File: src/design/assert_macros.svh
// ----------------------------------------------------------------------------
// assertion helpers shared by the rtl
// ----------------------------------------------------------------------------
`ifndef ASSERT_MACROS_SVH
`define ASSERT_MACROS_SVH

// property checked on every rising edge of clk outside reset
`define ASSERT_CLK(lbl, prop, msg) \
  lbl: assert property (@(posedge clk) disable iff (!rst_n) (prop)) else $error(msg);

// condition that must never be seen outside reset
`define ASSERT_NEVER(lbl, cond, msg) \
  lbl: assert property (@(posedge clk) disable iff (!rst_n) !(cond)) else $error(msg);

`endif

File: src/design/pscl_pkg.sv
// ----------------------------------------------------------------------------
// pscl_pkg
// types and constants of the passive serial configuration loader
// ----------------------------------------------------------------------------
package pscl_pkg;

  // command codes carried on in_tuser
  localparam logic [1:0] CMD_START = 2'd0;
  localparam logic [1:0] CMD_TICK  = 2'd1;
  localparam logic [1:0] CMD_BYTE  = 2'd2;

  // load status codes
  localparam logic [2:0] ST_IDLE       = 3'd0;
  localparam logic [2:0] ST_BUSY       = 3'd1;
  localparam logic [2:0] ST_OK         = 3'd2;
  localparam logic [2:0] ST_TIMEOUT    = 3'd3;
  localparam logic [2:0] ST_STREAM_ERR = 3'd4;
  localparam logic [2:0] ST_DONE_FAIL  = 3'd5;

  // configuration register indexes
  localparam logic [2:0] REG_BIT_ORDER      = 3'd0;
  localparam logic [2:0] REG_REQ_LOW_TICKS  = 3'd1;
  localparam logic [2:0] REG_READY_TIMEOUT  = 3'd2;
  localparam logic [2:0] REG_CHECK_INTERVAL = 3'd3;
  localparam logic [2:0] REG_EXTRA_CLOCKS   = 3'd4;

  localparam int CfgAddrW  = 3;
  localparam int CfgDataW  = 20;
  localparam int TickW     = 20;
  localparam int ByteCntW  = 16;
  localparam int ExtraW    = 6;
  localparam int RemW      = 6;

  localparam logic [ExtraW-1:0] MaxExtra = 6'd56;

  typedef enum logic [2:0] {
    PH_IDLE   = 3'd0,
    PH_REQ    = 3'd1,
    PH_WAIT   = 3'd2,
    PH_STREAM = 3'd3,
    PH_FINAL  = 3'd4
  } phase_t;

endpackage

File: src/design/passive_serial_config_loader_unit.sv
// ----------------------------------------------------------------------------
// passive_serial_config_loader_unit
// drives a passive serial bitstream load: request pulse, ready wait,
// bit-serial byte streaming with status checks, trailing clocks, final check
// ----------------------------------------------------------------------------
// usage:
//   in_* channel takes one command per transfer: start, tick with pin sample
//   or a bitstream byte. the command updates the loader state in the cycle
//   it is accepted and loads a result generator that sits behind the output
//   register.
//   out_* channel gives one transfer per serial step. a byte taken while
//   streaming gives eight clocked bits (plus the trailing clocks on a last
//   byte that passes its checks); every other command gives a single
//   transfer with no clock. out_tlast marks the last transfer caused by
//   a command. the first output transfer of a command is registered and
//   appears in the cycle after its input transfer. throughput: one
//   command per cycle for single-result commands while the receiver takes
//   one result per cycle from the output register; a new command waits
//   until the last result of the previous one leaves and is taken in the
//   same cycle as it leaves, so a steady stream has no gap.
//   when the receiver stalls, the output register holds its result and
//   in_tready stays low until the last result of the command leaves.
//   reset (rst_n low, synchronous) returns phase to idle, releases the
//   request line, clears counters and status and reloads register defaults.
//   cfg_we writes register cfg_addr; writes to unused indexes are dropped.
// ----------------------------------------------------------------------------
`include "assert_macros.svh"

module passive_serial_config_loader_unit (
  input  logic                          clk,
  input  logic                          rst_n,
  // configuration write port
  input  logic                          cfg_we,
  input  logic [pscl_pkg::CfgAddrW-1:0] cfg_addr,
  input  logic [pscl_pkg::CfgDataW-1:0] cfg_wdata,
  // command input
  input  logic                          in_tvalid,
  output logic                          in_tready,
  input  logic [15:0]                   in_tdata,  // data_byte[7:0], status_pin[8], done_pin[9]
  input  logic [1:0]                    in_tuser,  // cmd[1:0]
  input  logic                          in_tlast,  // last_byte
  // serial step output
  output logic                          out_tvalid,
  input  logic                          out_tready,
  output logic [7:0]                    out_tdata, // request_level[0], data_bit[1], load_status[4:2]
  output logic                          out_tuser, // clock_pulse
  output logic                          out_tlast  // last_result
);

  // configuration registers
  logic                                bit_order_r;
  logic [7:0]                          req_low_ticks_r;
  logic [pscl_pkg::TickW-1:0]          ready_timeout_r;
  logic [pscl_pkg::ByteCntW-1:0]       check_interval_r;
  logic [pscl_pkg::ExtraW-1:0]         extra_clocks_r;

  // loader state
  pscl_pkg::phase_t                    phase_r, phase_nxt;
  logic [pscl_pkg::TickW-1:0]          tick_r, tick_nxt;
  logic [pscl_pkg::ByteCntW-1:0]       byte_r, byte_nxt;
  logic                                req_line_r, req_line_nxt;
  logic [2:0]                          status_r, status_nxt;

  // result generator / output register
  logic                                out_valid_r;
  logic                                out_last_r;
  logic [pscl_pkg::RemW-1:0]           rem_r;
  logic [7:0]                          shift_r;
  logic                                pulse_r;
  logic                                req_out_r;
  logic [2:0]                          st_out_r;
  logic [2:0]                          fin_status_r;

  // job loaded on an input transfer
  logic [7:0]                          job_data;
  logic                                job_pulse;
  logic [pscl_pkg::RemW-1:0]           job_rem;

  logic                                in_acc;
  logic                                out_adv;

  // input field views
  logic [1:0]                          in_cmd;
  logic [7:0]                          in_byte;
  logic                                in_status_pin;
  logic                                in_done_pin;

  // working values
  logic [pscl_pkg::TickW-1:0]          tick_inc;
  logic [pscl_pkg::ByteCntW-1:0]       byte_inc;
  logic [7:0]                          req_lim;
  logic [pscl_pkg::TickW-1:0]          ready_lim;
  logic [pscl_pkg::ByteCntW-1:0]       check_lim;
  logic [pscl_pkg::ExtraW-1:0]         extra_sat;
  logic [7:0]                          byte_ordered;
  logic                                do_check;

  assign in_cmd        = in_tuser;
  assign in_byte       = in_tdata[7:0];
  assign in_status_pin = in_tdata[8];
  assign in_done_pin   = in_tdata[9];

  // a new command may enter when nothing is pending or the last pending result leaves
  assign in_tready = !out_valid_r || (out_tready && out_last_r);
  assign in_acc    = in_tvalid && in_tready;
  assign out_adv   = out_valid_r && out_tready;

  assign out_tvalid = out_valid_r;
  assign out_tlast  = out_last_r;
  assign out_tuser  = pulse_r;
  assign out_tdata  = {3'b000, st_out_r, shift_r[0], req_out_r};

  // zero limits act as one
  assign req_lim   = (req_low_ticks_r == 8'd0) ? 8'd1 : req_low_ticks_r;
  assign ready_lim = (ready_timeout_r == '0) ? pscl_pkg::TickW'(1) : ready_timeout_r;
  assign check_lim = (check_interval_r == '0) ? pscl_pkg::ByteCntW'(1) : check_interval_r;
  assign extra_sat = (extra_clocks_r > pscl_pkg::MaxExtra) ? pscl_pkg::MaxExtra
                                                           : extra_clocks_r;

  assign tick_inc = tick_r + pscl_pkg::TickW'(1);
  assign byte_inc = byte_r + pscl_pkg::ByteCntW'(1);

  // the shifter always sends bit 0 first, so msb-first bytes are reversed on load
  always_comb begin
    for (int i = 0; i < 8; i++) begin
      byte_ordered[i] = bit_order_r ? in_byte[7-i] : in_byte[i];
    end
  end

  // loader state update and job setup for the accepted command
  always_comb begin
    phase_nxt    = phase_r;
    tick_nxt     = tick_r;
    byte_nxt     = byte_r;
    req_line_nxt = req_line_r;
    status_nxt   = status_r;
    job_data     = 8'd0;
    job_pulse    = 1'b0;
    job_rem      = '0;
    do_check     = 1'b0;
    if (in_acc) begin
      unique case (in_cmd)
        pscl_pkg::CMD_START: begin
          phase_nxt    = pscl_pkg::PH_REQ;
          tick_nxt     = '0;
          byte_nxt     = '0;
          req_line_nxt = 1'b0;
          status_nxt   = pscl_pkg::ST_BUSY;
        end
        pscl_pkg::CMD_TICK: begin
          unique case (phase_r)
            pscl_pkg::PH_REQ: begin
              tick_nxt = tick_inc;
              if (tick_inc >= {12'd0, req_lim}) begin
                req_line_nxt = 1'b1;
                tick_nxt     = '0;
                phase_nxt    = pscl_pkg::PH_WAIT;
              end
            end
            pscl_pkg::PH_WAIT: begin
              if (in_status_pin) begin
                phase_nxt = pscl_pkg::PH_STREAM;
                byte_nxt  = '0;
                tick_nxt  = '0;
              end else begin
                tick_nxt = tick_inc;
                if (tick_inc >= ready_lim) begin
                  status_nxt = pscl_pkg::ST_TIMEOUT;
                  phase_nxt  = pscl_pkg::PH_IDLE;
                  tick_nxt   = '0;
                end
              end
            end
            pscl_pkg::PH_FINAL: begin
              status_nxt = (in_status_pin && in_done_pin) ? pscl_pkg::ST_OK
                                                          : pscl_pkg::ST_DONE_FAIL;
              phase_nxt  = pscl_pkg::PH_IDLE;
            end
            default: begin
              // tick in idle or streaming changes nothing
            end
          endcase
        end
        pscl_pkg::CMD_BYTE: begin
          if (phase_r == pscl_pkg::PH_STREAM) begin
            job_data  = byte_ordered;
            job_pulse = 1'b1;
            job_rem   = pscl_pkg::RemW'(7);
            byte_nxt  = byte_inc;
            if (byte_inc >= check_lim) begin
              byte_nxt = '0;
              do_check = 1'b1;
            end
            if (in_tlast) begin
              do_check = 1'b1;
            end
            priority if (do_check && !in_status_pin) begin
              status_nxt = pscl_pkg::ST_STREAM_ERR;
              phase_nxt  = pscl_pkg::PH_IDLE;
            end else if (in_tlast && !in_done_pin) begin
              status_nxt = pscl_pkg::ST_DONE_FAIL;
              phase_nxt  = pscl_pkg::PH_IDLE;
            end else if (in_tlast) begin
              // trailing clocks follow the eight data bits
              phase_nxt = pscl_pkg::PH_FINAL;
              job_rem   = pscl_pkg::RemW'(7) + extra_sat;
            end else begin
              // plain byte, nothing else to do
            end
          end
        end
        default: begin
          // unused command code is ignored
        end
      endcase
    end
  end

  // configuration registers
  always_ff @(posedge clk) begin
    if (!rst_n) begin
      bit_order_r      <= 1'b0;
      req_low_ticks_r  <= 8'd10;
      ready_timeout_r  <= 20'd1000000;
      check_interval_r <= 16'd8192;
      extra_clocks_r   <= 6'd50;
    end else if (cfg_we) begin
      unique case (cfg_addr)
        pscl_pkg::REG_BIT_ORDER:      bit_order_r      <= cfg_wdata[0];
        pscl_pkg::REG_REQ_LOW_TICKS:  req_low_ticks_r  <= cfg_wdata[7:0];
        pscl_pkg::REG_READY_TIMEOUT:  ready_timeout_r  <= cfg_wdata;
        pscl_pkg::REG_CHECK_INTERVAL: check_interval_r <= cfg_wdata[15:0];
        pscl_pkg::REG_EXTRA_CLOCKS:   extra_clocks_r   <= cfg_wdata[5:0];
        default: begin
          // index beyond the register list
        end
      endcase
    end
  end

  // loader state and output control
  always_ff @(posedge clk) begin
    if (!rst_n) begin
      phase_r     <= pscl_pkg::PH_IDLE;
      tick_r      <= '0;
      byte_r      <= '0;
      req_line_r  <= 1'b1;
      status_r    <= pscl_pkg::ST_IDLE;
      out_valid_r <= 1'b0;
      out_last_r  <= 1'b0;
      rem_r       <= '0;
    end else begin
      phase_r    <= phase_nxt;
      tick_r     <= tick_nxt;
      byte_r     <= byte_nxt;
      req_line_r <= req_line_nxt;
      status_r   <= status_nxt;
      if (in_acc) begin
        out_valid_r <= 1'b1;
        out_last_r  <= (job_rem == '0);
        rem_r       <= job_rem;
      end else if (out_adv) begin
        if (out_last_r) begin
          out_valid_r <= 1'b0;
        end else begin
          out_last_r <= (rem_r == pscl_pkg::RemW'(1));
          rem_r      <= rem_r - pscl_pkg::RemW'(1);
        end
      end
    end
  end

  // result payload
  always_ff @(posedge clk) begin
    if (in_acc) begin
      shift_r      <= job_data;
      pulse_r      <= job_pulse;
      req_out_r    <= req_line_nxt;
      fin_status_r <= status_nxt;
      st_out_r     <= (job_rem == '0) ? status_nxt : pscl_pkg::ST_BUSY;
    end else if (out_adv && !out_last_r) begin
      // zeros shift in, so the trailing clocks carry data 0
      shift_r  <= {1'b0, shift_r[7:1]};
      st_out_r <= (rem_r == pscl_pkg::RemW'(1)) ? fin_status_r : pscl_pkg::ST_BUSY;
    end
  end

  // only the last result of a command may carry a status other than busy
  `ASSERT_CLK(a_busy_until_last,
    (out_valid_r && !out_last_r) |-> (st_out_r == pscl_pkg::ST_BUSY),
    "non-final result carries a final status")

  // results without a clock pulse are always single
  `ASSERT_NEVER(a_no_pulse_single, out_valid_r && !pulse_r && !out_last_r,
    "multi-result run without clock pulse")

  // a streamed byte opens a run of clocked results
  `ASSERT_CLK(a_byte_starts_run,
    (in_acc && in_cmd == pscl_pkg::CMD_BYTE && phase_r == pscl_pkg::PH_STREAM)
      |=> (out_valid_r && pulse_r && !out_last_r),
    "byte did not start a clocked run")

  // the request line is released whenever the loader is idle
  `ASSERT_CLK(a_idle_released, (phase_r == pscl_pkg::PH_IDLE) |-> req_line_r,
    "request line held low while idle")

endmodule
File: config.mk
export PLATFORM = sky130hd
export DESIGN_NAME = passive_serial_config_loader_unit
export DESIGN_NICKNAME = d
export VERILOG_FILES = /design/src/design/pscl_pkg.sv /design/src/design/passive_serial_config_loader_unit.sv
export VERILOG_INCLUDE_DIRS = /design/src /design/src/design
export SDC_FILE = /design/constraint.sdc
export NUM_CORES = 1
export LEC_CHECK = 0
export ABC_AREA = 1
export BUFFER_PORTS_ARGS = -buffer_cell sky130_fd_sc_hd__buf_2
export CAP_MARGIN = 40
export CORE_MARGIN = 2
export CORE_UTILIZATION = 61
export CTS_CLUSTER_SIZE = 8
export DETAILED_ROUTE_END_ITERATION = 10
export PLACE_DENSITY_LB_ADDON = 0.2
export SYNTH_ARGS = -nofsm -noshare
export SYNTH_HDL_FRONTEND = slang
export SYNTH_SLANG_ARGS = --single-unit
File: constraint.sdc
create_clock -name clk -period 4.1 [get_ports clk]
set_input_delay 0.41 -clock clk [delete_from_list [all_inputs] [get_ports clk]]
set_output_delay 0.41 -clock clk [all_outputs]
set_load 0.03 [all_outputs]
==> impl_metrics.yaml, run 1 <==
status:
  outcome: "finished clean"
final_layout:
  antenna_cells: 0
  fill_cells: 950
  nets: 1148
  final_common_cell: "nand2_1"
  final_cell_mix: "nand2_1, inv_1, dfxtp_1, a21oi_1, nor2_1"
  drive_gt1_share_pct: 11.4
  fin_util_pct: 70.1
  synthToLayoutAreaGrowth_pct: 11.5
global_route:
  grt_usage_pct: 27.8
  antenna_found_initial: 0
  grt_util_met3_pct: 6.96
  met1_usage_pct: 38.6
  top_usage_layer: "met2"
  overflow: 0
  grt_first_pass_wirelength_mm: 28.4
  grtUsageMet2_pct: 42.5
  grt_max_degree: 64
  grt_pass1_vias: 6057
clock_network:
  cts_tree: "built"
  clockBufferDepth: 2
  clkSlewWorstSetupHoldPaths_ns: 0.05
  ctsResizeCount: 0
  insertion_delay_ns: 0.42
  cts_made_buffers: 17
  htreeDepth: 4
  clock-sinks: 118
  cts-root-buf: "clkbuf_16"
  cts_setup_buffers: 0
  cts_hold_buf: 0
synthesis:
  synth_flop_cell: "dfxtp_1"
  syn_area_um2: 7210
  syn_inst: 1010
  async_flop_share_pct: 0
  syn_avg_cell_area_um2: 7.14
  synth_cell_types: 49
  synth_seq_area_share_pct: 35.0
  ys_ff_latch: 118
  yosys_warnings: 0
  synth_edf_count: 16
detailed_routing:
  ant_nets: 0
  dr_total_vias: 6623
  dr.first_iter.drc_count: 577
  wl_per_cell_um: 14.0
  via_per_inst: 5.51
  routed_wl_mm: 16.8
  first_pass_iters: 6
  drc_errors: 0
sta:
  hold_viol: 0
  period_share_pct: 88.3
  slew_headroom_pct: 45.7
  tns_ns: 0
  rsz0062_at_grt: "false"
  finClkSkew_ns: 0.00603
  final_max_slew_viol_count: 0
  tightest_slew_ns: 0.813
  finalSetupViolCount: 0
  min_period_ns: 3.62
  max_freq_ghz: 0.276
floorplan:
  dieWidth_um: 113
  core_area_um2: 11500
  die_area_um2: 12700
  initial_utilization_pct: 62.8
  io_pins: 59
  die_y_um: 113
  core.rowCount: 39
setup_path:
  cp-end-kind: "flip-flop"
  worstPathArrival_ns: 3.98
  crit_required_ns: 4.46
  crit_family: "simple AND/OR/NAND/NOR gates"
  worstSetupPathType: "reg -> reg"
  slowest_delay_ns: 0.47
  reg2reg_from: "byte_r[0]"
  crit_chain: "ha_1 > nand3_1 > nor3_1 > nand3_1 > nor3_1 > nand3_1 > nor2_1 > xor2_1 > ha_1 > nand4_1 > a21oi_1 > nor2_1 > nand3_1 > a21oi_1 > nand3_1 > nand3_1 > nand2_1 > nor2_1"
  critical_path.most_common_cell: "nand3_1"
  worstSetupStartpoint: "byte_r[0]"
  cp-start-kind: "flip-flop"
  critical_path_peak_fanout: 7
  cp_slowest_cell: "a21oi_1"
  crit_buf_inv: 0
place:
  dp_hpwl_mm: 12.3
  numPortBuffers: 49
  place_congestion: 0.921
power:
  powerDensity_nw_per_um2: 370
  ir_drop_mv: 0.354
  leakagePower_nw: 3.62
run:
  drv_cap: 0
hold_path:
  hold_class: "in -> reg"
  worstHoldStart: "cfg_wdata[16]"
## metal layers
layer,wire length (µm),up-vias
li1,-,3390
met4,357,0
met5,0,-
met1,7950,3005
met2,7530,198
met3,961,30
## path summary, 6_finish.rpt
kind                                       endpoint  slack [ns]  depth (start not counted)
worst min-delay path            ready_timeout_r[16]        0.20                          3
worst max-delay path                     phase_r[2]        0.48                         18
worst min register to register   ready_timeout_r[3]        0.48                          2
worst max register to register           phase_r[2]        0.48                         18
## tightest hold or removal path, delay by kind of cell
kind            cells  cell delay (ns)
compound gates      1             0.06
buf+inv             1             0.07
simple gates        1             0.04
## cell usage after synthesis (2+ instances only)
cell type,number,share of area [%]
nand2_1,219,11
inv_1,145,7.6
dfxtp_1,102,28
a21oi_1,94,6.5
nor2_1,73,3.8
o21ai_0,68,4.7
nand3_1,55,3.8
ha_1,53,9.2
clkbuf_1,25,1.3
nand4_1,18,1.6
xor2_1,18,2.2
edfxtp_1,16,6.7
nor3_1,13,0.90
nand2_2,12,1.0
a21oi_2,11,1.3
o211ai_1,11,1.1
mux2i_1,8,1.1
xnor2_1,7,0.85
nor4_1,6,0.52
a31oi_1,5,0.43
buf_4,5,0.52
buf_6,4,0.62
inv_2,3,0.16
nand3b_1,3,0.31
nor2_4,3,0.47
o21ai_1,3,0.21
and2_1,2,0.17
buf_1,2,0.10
nor2_2,2,0.17
o21bai_1,2,0.21
o31ai_1,2,0.21
o41ai_1,2,0.24
or2_2,2,0.17
## registers in the layout, indices dropped and copies added (netlist names), 6 cells and up
| register | cells |
|---|---|
| req_low_ticks_r | 8 |
| shift_r | 8 |
| byte_r | 16 |
| ready_timeout_r | 20 |
| rem_r | 6 |
| check_interval_r | 16 |
| extra_clocks_r | 6 |
| tick_r | 20 |
## cell families after synthesis
group	share of synthesized area [%]
AOI/OAI and AO/OA	15.9
xor gates and xnor gates	3.04
adders and majority gates	9.20
buffers and inverters	10.6
DFF	35.0
muxes	1.11
other	0.0520
and+or+nand+nor	25.1
## where the power goes
group,internal (W),switching (W)
Combinational,0.0000976,0.000215
Sequential,0.00122,0.0000237
Clock,0.000892,0.000524
Total,0.00221,0.000762
## area by class of cell
class / count / area [µm²] / area share (%)
Clock inverter: 8 / 72.6 / 0.903
Multi-Input combinational cell: 708 / 3930 / 48.9
Sequential cell: 118 / 2520 / 31.4
Clock buffer: 23 / 489 / 6.09
Timing Repair Buffer: 54 / 283 / 3.52
Inverter: 149 / 562 / 6.99
Tap cell: 143 / 179 / 2.23
## through the flow
step | cell area (µm²) | std cells | worst slack (ns) | hold WS, ns | power (W)
floorplan | 7210 | 1012 | 1.08 | 0.429 | 0.00149
global placement | 7470 | 1172 | 0.615 | 0.458 | 0.00157
detailed placement | 7470 | 1172 | 0.561 | 0.475 | 0.00158
CTS | 8030 | 1203 | 0.532 | 0.196 | 0.00298
global route | 8030 | 1203 | 0.150 | 0.208 | 0.00309
finish | 8030 | 1203 | 0.478 | 0.203 | 0.00297
No activity file was read; power rests on OpenSTA's default activity.
==> inputs of run 2 (changes only) <==
- SETUP_SLACK_MARGIN: not set -> 0.5
- TNS_END_PERCENT: not set -> 30
==> impl_metrics.yaml, run 2 (same netlist as run 1, synthesis figures left out) <==
clock_network:
  cts-root-buf: "clkbuf_16"
  clock-sinks: 118
  cts_hold_buf: 0
  insertion_delay_ns: 0.43
  cts_tree: "built"
  htreeDepth: 4
  cts_made_buffers: 17
  clockBufferDepth: 2
  clkSlewWorstSetupHoldPaths_ns: 0.05
setup_path:
  cp-end-kind: "flip-flop"
  worstSetupPathType: "reg -> reg"
  worstPathArrival_ns: 3.57
  cp-start-kind: "flip-flop"
  reg2reg_from: "byte_r[0]"
  worst_r2r_path_depth: 19
  ff2ff_setup_slack_ns: 0.71
  critical_path_peak_fanout: 4
  crit_required_ns: 4.28
  critical_path.most_common_cell: "nand3_1"
  cp_slowest_cell: "dfxtp_1"
  slowest_delay_ns: 0.40
  crit_buf_inv: 0
  r2r-end: "st_out_r[2]"
  crit_chain: "ha_1 > nand3_1 > nor3_2 > nand3_1 > nor3_2 > nand3_1 > nor2_1 > xor2_1 > ha_1 > nand4_1 > a21oi_1 > nor2_1 > nand3_1 > nand3_1 > nand3_1 > nand2_1 > nand3_1 > nand3_1 > nand2_1"
  crit_family: "simple AND/OR/NAND/NOR gates"
final_layout:
  antenna_cells: 0
  nets: 1149
  final_common_cell: "nand2_1"
  synthToLayoutAreaGrowth_pct: 11.9
  final_area_um2: 8060
  final_cell_mix: "nand2_1, inv_1, dfxtp_1, a21oi_1, nor2_1"
  drive_gt1_share_pct: 12.0
  reg_top3: "ready_timeout_r x20, tick_r x20"
  fill_cells: 951
  fin_util_pct: 70.3
floorplan:
  die_y_um: 113
  die_area_um2: 12700
  core_area_um2: 11500
  core.rowCount: 39
  dieWidth_um: 113
  io_pins: 59
  initial_utilization_pct: 62.8
detailed_routing:
  dr_total_vias: 6616
  wl_per_cell_um: 14.0
  dr.first_iter.drc_count: 570
  via_per_inst: 5.50
  drc_errors: 0
  ant_nets: 0
  routed_wl_mm: 16.9
  first_pass_iters: 5
global_route:
  grt_usage_pct: 27.8
  grt_pass1_vias: 6057
  antenna_found_initial: 0
  grt_first_pass_wirelength_mm: 28.4
  grt_max_degree: 64
  overflow: 0
sta:
  max_freq_ghz: 0.295
  tns_ns: 0
  slew_headroom_pct: 45.3
  min_period_ns: 3.39
  period_share_pct: 82.6
  rsz0062_at_grt: "true"
  finClkSkew_ns: 0.00647
  final_max_slew_viol_count: 0
  tightest_slew_ns: 0.819
  hold_viol: 0
  finalSetupViolCount: 0
hold_path:
  hold-path-endpoint: "ready_timeout_r[16]"
  worstHoldStart: "cfg_wdata[16]"
  hold_class: "in -> reg"
  hold_path_depth: 3
place:
  dp_hpwl_mm: 12.3
  numPortBuffers: 49
  place_congestion: 0.921
  place_area_um2: 7470
run:
  drv_cap: 0
status:
  outcome: "finished clean"
power:
  powerDensity_nw_per_um2: 369
  power.total_w: 0.00298
  leakagePower_nw: 3.62
  ir_drop_mv: 0.352
run 2: worst reg2reg max path, cell delays in order (launching register included):
cell     delay (ns)
dfxtp_1        0.40
ha_1           0.21
nand3_1        0.15
nor3_2         0.20
nand3_1        0.18
nor3_2         0.22
nand3_1        0.15
nor2_1         0.14
xor2_1         0.21
ha_1           0.28
nand4_1        0.12
a21oi_1        0.05
nor2_1         0.13
nand3_1        0.15
nand3_1        0.15
nand3_1        0.08
nand2_1        0.07
nand3_1        0.10
nand3_1        0.10
nand2_1        0.06
run 2: cell type report:
cell class                      instances  area [µm²]  area share (%)
Clock inverter                          8        72.6           0.900
Sequential cell                       118        2520            31.3
Tap cell                              143         179            2.22
Timing Repair Buffer                   55         290            3.60
Multi-Input combinational cell        708        3950            49.0
Inverter                              149         562            6.97
Clock buffer                           23         489            6.07
run 2: stage by stage:
stage | worst slack (ns) | hold WS (ns) | instances
after floorplan | 1.08 | 0.429 | 1012
after detailed placement | 0.561 | 0.475 | 1172
after CTS | 0.532 | 0.196 | 1203
after global routing | 0.384 | 0.208 | 1204
after global placement | 0.615 | 0.458 | 1172
final | 0.713 | 0.201 | 1204
run 2: worst max-delay path by stage:
stage	cells past startpoint	slack, ns	endpoint	from
5_1_grt	19	0.38	st_out_r[2]	byte_r[0]
4_1_cts	18	0.53	phase_r[2]	byte_r[0]
3_5_place_dp	18	0.56	phase_r[2]	byte_r[0]
3_3_place_gp	18	0.62	phase_r[2]	byte_r[0]
6_report	19	0.71	st_out_r[2]	byte_r[0]
2_1_floorplan	18	1.08	phase_r[2]	byte_r[0]
run 2: timing repair:
| item | in CTS | in global routing |
|---|---|---|
| gates resized for setup | 0 | 5 |
| endpoints found under the setup margin | 0 | 17 |
| buffers inserted | 0 | 1 |
run 2: report_power, final:
group | internal [W] | switching, W
logic | 0.0000979 | 0.000215
clock network | 0.000891 | 0.000526
registers | 0.00122 | 0.0000238
total | 0.00221 | 0.000764
run 2: routing by layer:
layer | up-vias | GRT usage (%) | wire length, µm
li1 | 3392 | - | -
met2 | 190 | 42.5 | 7590
met4 | 0 | 9.43 | 341
met3 | 31 | 6.96 | 1010
met1 | 3003 | 38.6 | 7920
met5 | - | 0 | 0
==> inputs of run 3 (changes only) <==
- ABC_AREA: 1 -> 0
- CORE_UTILIZATION: 61 -> 55
- clock period: 4.1 -> 3.1 ns (I/O delays scaled with it)
==> impl_metrics.yaml, run 3 <==
sta:
  rsz0062_at_grt: "true"
  finalSetupViolCount: 49
  hold_viol: 0
  max_freq_ghz: 0.290
  min_period_ns: 3.45
  period_share_pct: 111
  final_max_slew_viol_count: 0
  slew_headroom_pct: 53.2
  tightest_slew_ns: 0.700
  tns_ns: -9.80
  worst_slack_ns: -0.354
  finClkSkew_ns: 0.00852
clock_network:
  htreeDepth: 4
  cts-root-buf: "clkbuf_16"
  insertion_delay_ns: 0.43
  cts_hold_buf: 0
  clock-sinks: 118
  cts_made_buffers: 17
  cts_tree: "built"
  clkSlewWorstSetupHoldPaths_ns: 0.06
  clockBufferDepth: 2
power:
  cell_internal_pwr_w: 0.00311
  netSwitchingFraction_pct: 24.2
  pwr-share-clk_pct: 51.0
  powerDensity_nw_per_um2: 420
  p_seq_share_pct: 39.8
  switchingPower_w: 0.000993
  leakagePower_nw: 4.29
  power.total_w: 0.00410
  comb_power_share_pct: 9.2
  ir_drop_mv: 0.372
synthesis:
  synth_seq_area_share_pct: 35.5
  syn_inst: 868
  synth.largest_area_cell: "dfxtp_1"
  yosys-top-cells-count: "nand2_1, dfxtp_1, inv_1"
  synth_flop_cell: "dfxtp_1"
  syn_avg_cell_area_um2: 8.18
  ys_ff_latch: 118
  synth_cell_types: 68
  yosysMostFrequentCell: "nand2_1"
  async_flop_share_pct: 0
  synth_area_leaders: "dfxtp_1, ha_1, nand2_1"
  yosysTopAreaCellShare_pct: 28.8
  syn_area_um2: 7100
  synth_edf_count: 16
  yosys_warnings: 0
setup_path:
  reg2reg_from: "tick_r[0]"
  worstPathArrival_ns: 3.82
  ff2ff_setup_slack_ns: -0.35
  worstSetupPathType: "reg -> reg"
  cp-end-kind: "flip-flop"
  worst_r2r_path_depth: 17
  r2r-end: "tick_r[14]"
  crit_required_ns: 3.47
  critical_path_peak_fanout: 8
  cp-start-kind: "flip-flop"
final_layout:
  multiInputGateArea_um2: 4760
  final_cell_mix: "nand2_1, buf_4, dfxtp_1, inv_1"
  final_area_um2: 9770
  seqCellArea_um2: 2550
  reg_top3: "ready_timeout_r x20, tick_r x20"
  drive_gt1_share_pct: 32.2
  nets: 1141
  final_common_cell: "nand2_1"
  synthToLayoutAreaGrowth_pct: 37.6
  fill_cells: 871
  antenna_cells: 0
hold_path:
  worstHoldStart: "cfg_wdata[18]"
  hold_class: "in -> reg"
  hold_path_depth: 3
  hold-path-endpoint: "ready_timeout_r[18]"
floorplan:
  dieWidth_um: 118
  die_y_um: 118
  initial_utilization_pct: 56.3
  core_area_um2: 12600
  die_area_um2: 13800
  core.rowCount: 41
  io_pins: 59
status:
  violations: "negative setup slack"
  outcome: "finished with violations"
global_route:
  grtUsageMet2_pct: 50.2
  grt_usage_pct: 30.0
  grt_max_degree: 58
  grt_util_met3_pct: 6.49
  grt_first_pass_wirelength_mm: 33.9
  top_usage_layer: "met2"
  met1_usage_pct: 37.7
  antenna_found_initial: 0
  overflow: 0
  grt_pass1_vias: 7132
detailed_routing:
  ant_nets: 0
  first_pass_iters: 6
  via_per_inst: 5.94
  dr_total_vias: 7278
  drc_errors: 0
  routed_wl_mm: 21.7
  wl_per_cell_um: 17.7
  dr.first_iter.drc_count: 694
place:
  dp_slack_ns: -0.384
  numPortBuffers: 49
  dp_hpwl_mm: 14.4
  place_congestion: 0.908
  place_area_um2: 8400
run:
  drv_cap: 0
==> run 3: worst max-delay path: stages (launching register included) <==
cell and delay (ns):
dfxtp_4 0.38, ha_4 0.15, buf_4 0.14, nand4_1 0.16, nor4_2 0.30, xor2_1 0.34, ha_1 0.29, and4_4 0.20
a221oi_2 0.26, buf_4 0.19, nand2_4 0.08, nor3b_4 0.22, buf_4 0.14, a31oi_4 0.03, buf_12 0.16, buf_6 0.12
nor3_4 0.11, a21o_1 0.12
==> run 3: power by group through the flow <==
| stage | combinational (W) | clock, W | sequential, W |
|---|---|---|---|
| 2_1_floorplan | 0.000213 | 0 | 0.00167 |
| 3_3_place_gp | 0.000335 | 0 | 0.00166 |
| 3_5_place_dp | 0.000345 | 0 | 0.00166 |
| 4_1_cts | 0.000359 | 0.00209 | 0.00163 |
| 5_1_grt | 0.000414 | 0.00217 | 0.00164 |
| 6_report | 0.000378 | 0.00209 | 0.00163 |
==> run 3: logic make-up (layout without fill, tap and decap cells) <==
| group | Yosys count | after routing | synth area share [%] |
|---|---|---|---|
| AO/OA/AOI/OAI | 198 | 198 | 19.0 |
| XOR/XNOR | 39 | 39 | 4.92 |
| adder cells (fa/ha/maj) | 53 | 53 | 9.34 |
| buffers and inverters | 102 | 285 | 5.78 |
| flip-flops | 118 | 118 | 35.5 |
| multiplexers | 13 | 13 | 1.83 |
| other | 1 | 3 | 0.0528 |
| AND/OR/NAND/NOR | 344 | 344 | 23.6 |
==> run 3: area by class of cell <==
cell class | instances | share of cell area (%)
clock buffers | 24 | 5.14
clock inverters | 7 | 1.22
inverters | 61 | 2.47
multi-input cells | 650 | 48.7
flip-flops and latches | 118 | 26.1
well taps | 172 | 2.20
repair buffers | 193 | 14.2
==> run 3: stage by stage <==
step,cells,utilization [%],hold slack (ns)
2_1_floorplan,870,-,0.434
3_3_place_gp,1170,66.6,0.450
3_5_place_dp,1170,66.6,0.460
4_1_cts,1213,74.9,0.108
5_1_grt,1225,77.4,0.116
6_report,1225,77.4,0.108
==> run 3: per-layer routing <==
metal | part of all wire [%] | vias up
met5 | 0 | -
met4 | 3.5 | 0
met3 | 6.6 | 86
met2 | 48 | 321
met1 | 42 | 3470
li1 | - | 3401
==> run 3: worst max path at each step <==
stage	cells after the start	start	slack, ns	end
CTS	15	byte_r[4]	-0.22	st_out_r[1]
finish	17	tick_r[0]	-0.35	tick_r[14]
global placement	14	tick_r[2]	-0.33	req_out_r
detailed placement	15	tick_r[0]	-0.38	tick_r[10]
global route	17	tick_r[9]	-0.45	tick_r[14]
floorplan	14	byte_r[2]	0.04	byte_r[11]
==> run 3: timing repair <==
action                                  CTS  global route
pin swaps                                30            30
cloned                                    1             0
gates resized for setup                  76            49
setup buffers                            11            12
endpoints found under the setup margin   50            50
